**src/rtl/ika_pkg.sv**
```systemverilog
// Shared types, constants and step functions for the arm inverse kinematics pipeline.
package ika_pkg;

  // Angle word inside the datapath: Q.16 radians
  localparam int AngW = 20;
  // CORDIC operand width before the x256 scaling
  localparam int CinW = 18;
  localparam int CordicIters = 16;
  // pre-rotation stage plus one stage per iteration
  localparam int CordicLat = CordicIters + 1;

  localparam logic signed [AngW-1:0] HALF_PI = 20'sd102944;

  // round(atan(2^-i) * 65536)
  localparam logic signed [AngW-1:0] ATAN_TAB [CordicIters] = '{
    20'sd51472, 20'sd30386, 20'sd16055, 20'sd8150, 20'sd4091, 20'sd2047,
    20'sd1024,  20'sd512,   20'sd256,   20'sd128,  20'sd64,   20'sd32,
    20'sd16,    20'sd8,     20'sd4,     20'sd2
  };

  // Configuration register indexes
  localparam logic [1:0] CFG_UPPER_LINK = 2'd0;
  localparam logic [1:0] CFG_LOWER_LINK = 2'd1;
  localparam logic [1:0] CFG_SHOULDER_H = 2'd2;

  // One step of the bit-pair square root
  typedef struct packed {
    logic [33:0] rem;
    logic [33:0] res;
  } isq_t;

  // One lane of the restoring ratio divider
  typedef struct packed {
    logic [34:0] rem;
    logic [13:0] q;
    logic [34:0] den;
    logic        sat;
    logic        neg;
  } div_t;

  // Target data carried alongside the arithmetic
  typedef struct packed {
    logic [15:0] x;
    logic [15:0] y;
    logic [16:0] zrel;
    logic [15:0] r;
    logic        oor;
  } side_t;

  // Ratio operands, Q6.24
  typedef struct packed {
    logic [34:0] numa;
    logic [34:0] numc;
    logic [30:0] denc;
  } rop_t;

  function automatic isq_t isq_step(isq_t a, logic [33:0] b);
    isq_t o;
    logic [33:0] trial;
    trial = a.res + b;
    if (a.rem >= trial) begin
      o.rem = a.rem - trial;
      o.res = (a.res >> 1) + b;
    end else begin
      o.rem = a.rem;
      o.res = a.res >> 1;
    end
    return o;
  endfunction

  function automatic div_t div_step(div_t a);
    div_t o;
    logic [34:0] sh;
    o  = a;
    sh = {a.rem[33:0], 1'b0};
    if (sh >= a.den) begin
      o.rem = sh - a.den;
      o.q   = {a.q[12:0], 1'b1};
    end else begin
      o.rem = sh;
      o.q   = {a.q[12:0], 1'b0};
    end
    return o;
  endfunction

  // Signed Q2.14 cosine from a finished divider lane, clamped to [-1, 1]
  function automatic logic signed [15:0] quo_to_t(div_t a);
    logic signed [15:0] mag;
    mag = a.sat ? 16'sd16384 : $signed({2'b00, a.q});
    return a.neg ? -mag : mag;
  endfunction

  // Q.16 to Q3.12 with round half up and saturation
  function automatic logic signed [15:0] to_q12(logic signed [23:0] a);
    logic signed [23:0] v;
    v = (a + 24'sd8) >>> 4;
    if (v > 24'sd32767) return 16'sh7fff;
    if (v < -24'sd32768) return 16'sh8000;
    return v[15:0];
  endfunction

endpackage

```
**src/rtl/ika_cordic.sv**
```systemverilog
// Pipelined vectoring CORDIC: atan2(y, x) in Q.16 radians, one pair per cycle.
module ika_cordic (
  input  logic                             clk,
  input  logic signed [ika_pkg::CinW-1:0]  y_in,
  input  logic signed [ika_pkg::CinW-1:0]  x_in,
  output logic signed [ika_pkg::AngW-1:0]  angle
);

  logic signed [29:0]              cx [0:ika_pkg::CordicIters];
  logic signed [29:0]              cy [0:ika_pkg::CordicIters];
  logic signed [ika_pkg::AngW-1:0] cz [0:ika_pkg::CordicIters];
  logic                            zf [0:ika_pkg::CordicIters];
  logic signed [29:0]              xs;
  logic signed [29:0]              ys;

  // operands scaled by 256
  assign xs = {{4{x_in[ika_pkg::CinW-1]}}, x_in, 8'b0};
  assign ys = {{4{y_in[ika_pkg::CinW-1]}}, y_in, 8'b0};

  always_ff @(posedge clk) begin
    // quadrant pre-rotation so that x is not negative
    zf[0] <= (x_in == '0) && (y_in == '0);
    if (xs < 0) begin
      if (ys >= 0) begin
        cx[0] <= ys;
        cy[0] <= -xs;
        cz[0] <= ika_pkg::HALF_PI;
      end else begin
        cx[0] <= -ys;
        cy[0] <= xs;
        cz[0] <= -ika_pkg::HALF_PI;
      end
    end else begin
      cx[0] <= xs;
      cy[0] <= ys;
      cz[0] <= '0;
    end
    // micro-rotations, one per stage
    for (int i = 0; i < ika_pkg::CordicIters; i++) begin
      zf[i+1] <= zf[i];
      if (cy[i] > 0) begin
        cx[i+1] <= cx[i] + (cy[i] >>> i);
        cy[i+1] <= cy[i] - (cx[i] >>> i);
        cz[i+1] <= cz[i] + ika_pkg::ATAN_TAB[i];
      end else begin
        cx[i+1] <= cx[i] - (cy[i] >>> i);
        cy[i+1] <= cy[i] + (cx[i] >>> i);
        cz[i+1] <= cz[i] - ika_pkg::ATAN_TAB[i];
      end
    end
  end

  // atan2 of the origin is zero
  assign angle = zf[ika_pkg::CordicIters] ? '0 : cz[ika_pkg::CordicIters];

endmodule

```
**config.mk**
```make
export PLATFORM = sky130hd
export DESIGN_NAME = ika_cordic
export DESIGN_NICKNAME = d
export VERILOG_FILES = /design/src/rtl/ika_pkg.sv /design/src/rtl/ika_cordic.sv
export SDC_FILE = /design/constraint.sdc
export NUM_CORES = 2
export LEC_CHECK = 0
export BUFFER_PORTS_ARGS = -buffer_cell sky130_fd_sc_hd__buf_4
export CORE_MARGIN = 4
export CORE_UTILIZATION = 45
export CTS_CLUSTER_SIZE = 14
export DETAILED_ROUTE_END_ITERATION = 8
export PLACE_DENSITY = 0.65
export SLEW_MARGIN = 20
export SYNTH_ARGS = -nofsm -noshare
export SYNTH_HDL_FRONTEND = slang
export SYNTH_SLANG_ARGS = --single-unit
```
**constraint.sdc**
```tcl
create_clock -name clk -period 7.08 [get_ports clk]
set_input_delay 1.416 -clock clk [delete_from_list [all_inputs] [get_ports clk]]
set_output_delay 1.416 -clock clk [all_outputs]
set_load 0.05 [all_outputs]
```
# Yosys cells after proc, flatten, opt, wreduce, memory -nomap -nowiden
# Memory sizes are Yosys's and may differ from the RTL's.
# Cells that the tools add are included.
[totals]
regBits = 0
ram_bits = 1377
out_inout_bits = 20
wordCells = 286
memories = 4
[op_classes]
addsub = 97
magnitude_cmp = 18
mux = 110
bitwise = 54
reduce_logical = 3
[memory_table]
columns = ["name", "depth", "word_bits", "read_ports", "rd_clocked_by_memory_dff", "wr", "line", "text"]
rows = [
  ["cx", 17, 30, 16, 0, 17, "ika_cordic.sv:9", "logic signed [29:0] cx [0:ika_pkg::CordicIters];"],
  ["cy", 17, 30, 16, 0, 17, "ika_cordic.sv:10", "logic signed [29:0] cy [0:ika_pkg::CordicIters];"],
  ["cz", 17, 20, 17, 0, 17, "ika_cordic.sv:11", "logic signed [ika_pkg::AngW-1:0] cz [0:ika_pkg::CordicIters];"],
  ["zf", 17, 1, 17, 0, 17, "ika_cordic.sv:12", "logic zf [0:ika_pkg::CordicIters];"],
]
[op_table]
columns = ["op", "n"]
rows = [
  ["two-way mux 30 bit", 36],
  ["> comparator 30 x 1 -> 1 bit (second input constant)", 16],
  ["two-way mux 20 bit", 19],
  ["adder 30 x 15 -> 30 bit", 2],
  ["adder 30 x 16 -> 30 bit", 2],
  ["adder 30 x 17 -> 30 bit", 2],
  ["adder 30 x 18 -> 30 bit", 2],
  ["adder 30 x 19 -> 30 bit", 2],
  ["adder 30 x 20 -> 30 bit", 2],
  ["adder 30 x 21 -> 30 bit", 2],
  ["adder 30 x 22 -> 30 bit", 2],
  ["adder 30 x 23 -> 30 bit", 2],
  ["adder 30 x 24 -> 30 bit", 2],
  ["adder 30 x 25 -> 30 bit", 2],
  ["adder 30 x 26 -> 30 bit", 2],
  ["adder 30 x 27 -> 30 bit", 2],
  ["adder 30 x 28 -> 30 bit", 2],
  ["adder 30 x 29 -> 30 bit", 2],
  ["negator 26 -> 30 bit", 2],
  ["subtractor 30 x 15 -> 30 bit", 2],
  ["subtractor 30 x 16 -> 30 bit", 2],
  ["subtractor 30 x 17 -> 30 bit", 2],
  ["subtractor 30 x 18 -> 30 bit", 2],
  ["subtractor 30 x 19 -> 30 bit", 2],
  ["48 further kinds", 169],
]

# Logic depth before layout (Yosys ltp)
[logic_depth]
ltp_word = 6
depth_mapped = 28

# Least setup slack after synthesis
# No wires, ideal clock.
[synth_path]
kind = "reg2reg"
startpoint = "memory cy[3][9]"
endpoint = "memory cx[4][28]"
setup_ps = 79
arrival_ps = 6054
required_time_ps = 7001
setup_slack_ps = 947
path_stages_with_launch = 27
cell_sequence = "dfxtp_1 > nor3_1 > nand2b_1 > nor2_1 > nand2_1 > or4_1 > nand2b_1 > or2_2 > or3_1 > ha_1 > clkbuf_1 > clkbuf_1 > buf_1 > nand2_1 > xor2_1 > ha_1 > a21o_1 > a21o_1 > a21o_1 > a21o_1 > a21oi_1 > nor4bb_1 > or3_1 > nand3_1 > o41ai_1 > or4b_1 > o211ai_1"
[synth_lines]
columns = ["element", "line"]
rows = [
  ["from (decl)", "ika_cordic.sv:10"],
  ["to (decl)", "ika_cordic.sv:9"],
]

==> impl_results.md <==
* Status: finished clean
* Initial antenna violation count at 7
* Hold Fails Final Rpt at 0
* GRT Total Usage at 0.2325
* GP Congestion at around 0.94
* Max-cap violations at 0
* RSZ-0062 raised after global routing: no
* CP Data Arrival Time at 7.10 ns
* Via Count at 71250
* Core area at 183900 um^2
* Resize count post-CTS at 0
* Total Die Area at 192800 um^2
* Wire per inst at between 15 and 20 um
* Clock latency on the worst-skew pair at 0.81 ns
* PortBufs at 56
* Final min period at 6.440 ns
* Max stage delay on crit path at roughly 0.63 ns
* Crit share post-route at 0.9097
* Grt met2 use at 0.3867
* Count of final setup violators at 0
* Final Skew at 0.03842 ns
* Row Count at 157
* Worst setup SP type: register
* Die H at approximately 440 um
* Syn Area/Cell at 8.474 um^2
* Post-synth top flop: dfxtp_1
* Synth Register Bits at between 1000 and 1500
* Via density at around 5.7
* Num CTS Buffers at 137
* Clk sinks at 1169
* Share of flip-flops with an asynchronous set or reset at 0
* HPWL Detailed at ~190000 um
* Fmax at 155.3 MHz
* Worst-path maximum fanout at 28
* CP max stage cell: or4_1
* Vias in the first global route at 67810
* Final net count at 11150
* Largest net degree at the start of global routing at 74
* Setup TNS Final at 0 ns
* CP endpoint kind: register
* Relative slew slack at 0.1505
* Crit path max-delay family: simple AND/OR/NAND/NOR gates
* Post-CTS setup buffer count at 0
* Cell Chain, Critical Path: or4_1, or4_1, nor2_1, nand4_1, nor2b_2, buf_4, o21ai_1, ha_1, a211oi_1, nor4_1, nor2_1, a21o_1, a21o_1, a31oi_1, a41o_1, or4b_2, a31oi_1, o21ai_0, xor2_1
* Sequential element share of the synthesized area at 0.2855
* Layout cells sized above 1 at 0.04473
* CP Class: register to register
* Gate Count Post-Synth at between 9000 and 10000
* Number of routed nets with antenna violations at 0
* Drt pass-1 iters at 6
* Worst Path Required at 7.74 ns
* Yosys cell types at 89
* CTS tree: built
* First-pass GRT wire length at 364700 um
* Io pins at 57
* Die Width at around 440 um
* Hold/Removal Path Class: register to register
* CTS max path bufs at 3
* Root Buffer: clkbuf_16
* Routing usage on met1 at 0.3123
* Clock slew at reported path FFs at 0.06 ns
* Post-synth EDFFs at 47
* Final slew viol count at 0
* Cts hold-fix bufs at 0
* Initial Utilization at 0.4548
* Syn-to-layout area delta at 9.933%
* Mapped Area at approximately 84000 um^2
* Total of warnings raised by yosys at 0
* Drt total wl at approximately 230000 um
* Met3 GRT Util at 0.03632
* H-tree depth at 4
* Worst path bufs/invs at 1
* DR iter-0 viols at 5223
* Grt ovf at 0
* Slew @ Worst Pin at 1.265 ns
* Gr busiest metal: met2
* DRC Markers at 0
cell type report:
type	instances	area [um^2]
Fill cell	17580	91930
Multi-Input combinational cell	8056	57390
Sequential cell	1169	23870
Clock buffer	180	3862
Tap cell	2464	3083
Inverter	543	2038
Clock inverter	70	862.1
Timing Repair Buffer	110	825.8
Antenna cell	3	7.507
final timing paths:
check,endpoint,slack [ns],cells after the start,start
hold / removal,zf[4],0.31,0,zf[3]
setup reg to reg,cy[13][29],0.64,19,cy[12][23]
hold reg to reg,zf[4],0.31,0,zf[3]
setup / recovery,cy[13][29],0.64,19,cy[12][23]
worst register-to-register path: stages, from the launching register on:
cell and delay [ns]:
dfxtp_1 0.38, or4_1 0.56, or4_1 0.63, nor2_1 0.25, nand4_1 0.32, nor2b_2 0.29, buf_4 0.24, o21ai_1 0.40
ha_1 0.33, a211oi_1 0.35, nor4_1 0.11, nor2_1 0.23, a21o_1 0.28, a21o_1 0.20, a31oi_1 0.16, a41o_1 0.32
or4b_2 0.62, a31oi_1 0.29, o21ai_0 0.18, xor2_1 0.16
metal layers:
layer | part of all wire | up-vias
met3 | 0.058 | 348
li1 | - | 35390
met2 | 0.46 | 1826
met4 | 0.025 | 2
met1 | 0.46 | 33690
met5 | 0.000056 | -
cells by family (layout without fill, tap and decap cells):
kind of cell,count (synthesis),count (layout),share of synthesized area
other,2,54,0.00008980
flip-flops,1169,1169,0.2855
XOR/XNOR,1439,1439,0.1507
adder cells (fa/ha/maj),1095,1095,0.1672
multiplexers,27,27,0.003411
AND/OR/NAND/NOR,2721,2721,0.1578
AO/OA/AOI/OAI,2723,2723,0.2041
buffers and inverters,693,903,0.03113
per-stage QoR:
stage / hold slack, ns / instance area [um^2] / setup WS [ns] / utilization / instances
4_1_cts: 0.3114 / 91930 / 0.7761 / 0.5000 / 12590
2_1_floorplan: 0.3096 / 83810 / 0.9473 / - / 9918
5_1_grt: 0.3196 / 91930 / 0.1154 / 0.5000 / 12590
6_report: 0.3065 / 91940 / 0.6395 / 0.5000 / 12600
3_5_place_dp: 0.3121 / 87200 / 0.8176 / 0.4743 / 12340
3_3_place_gp: 0.3097 / 87200 / 0.8599 / 0.4743 / 12340
layout by cell type, fill, tap and decap left out, types with 169 or more instances in the layout:
cell type / synthesis / routed
a21o_1: 323 / 322
a21oi_1: 906 / 906
dfxtp_1: 1122 / 1122
ha_1: 1057 / 1056
inv_1: 532 / 532
nand2_1: 606 / 606
nand3_1: 169 / 169
nor2_1: 834 / 831
nor3_1: 228 / 228
o21ai_0: 566 / 566
xnor2_1: 978 / 978
xor2_1: 461 / 461
sequential cells by signal, indices dropped and copies added (netlist names):
| register | cells |
|---|---|
| cx | 405 |
| cy | 447 |
| cz | 300 |
| zf | 17 |
synthesized netlist by cell type, drive strengths merged, types with 64 or more instances:
cell type  instances  area [um^2]
nand2b           160         1001
o41ai             68        595.6
o21ai            586         2937
or4               64        480.5
clkbuf           137        514.2
nand3            169        845.8
a31oi             85        531.8
nand2            606         2275
nor3             228         1141
inv              536         2012
a211oi            74        555.5
o21bai           127        953.4
o21a             124        930.9
xnor2            978         8566
or3               96        605.6
ha              1057        13230
a21o             323         2425
nor2             835         3137
a21oi            906         4534
dfxtp           1122        22460
o31ai            121        913.4
xor2             461         4038
nor2b            163         1020
nor4              95        594.3
and3              86        538.0
Power is left out: the tool's default activity adds up to more than one toggle a clock period on the data nets, which glitch-free logic cannot reach.
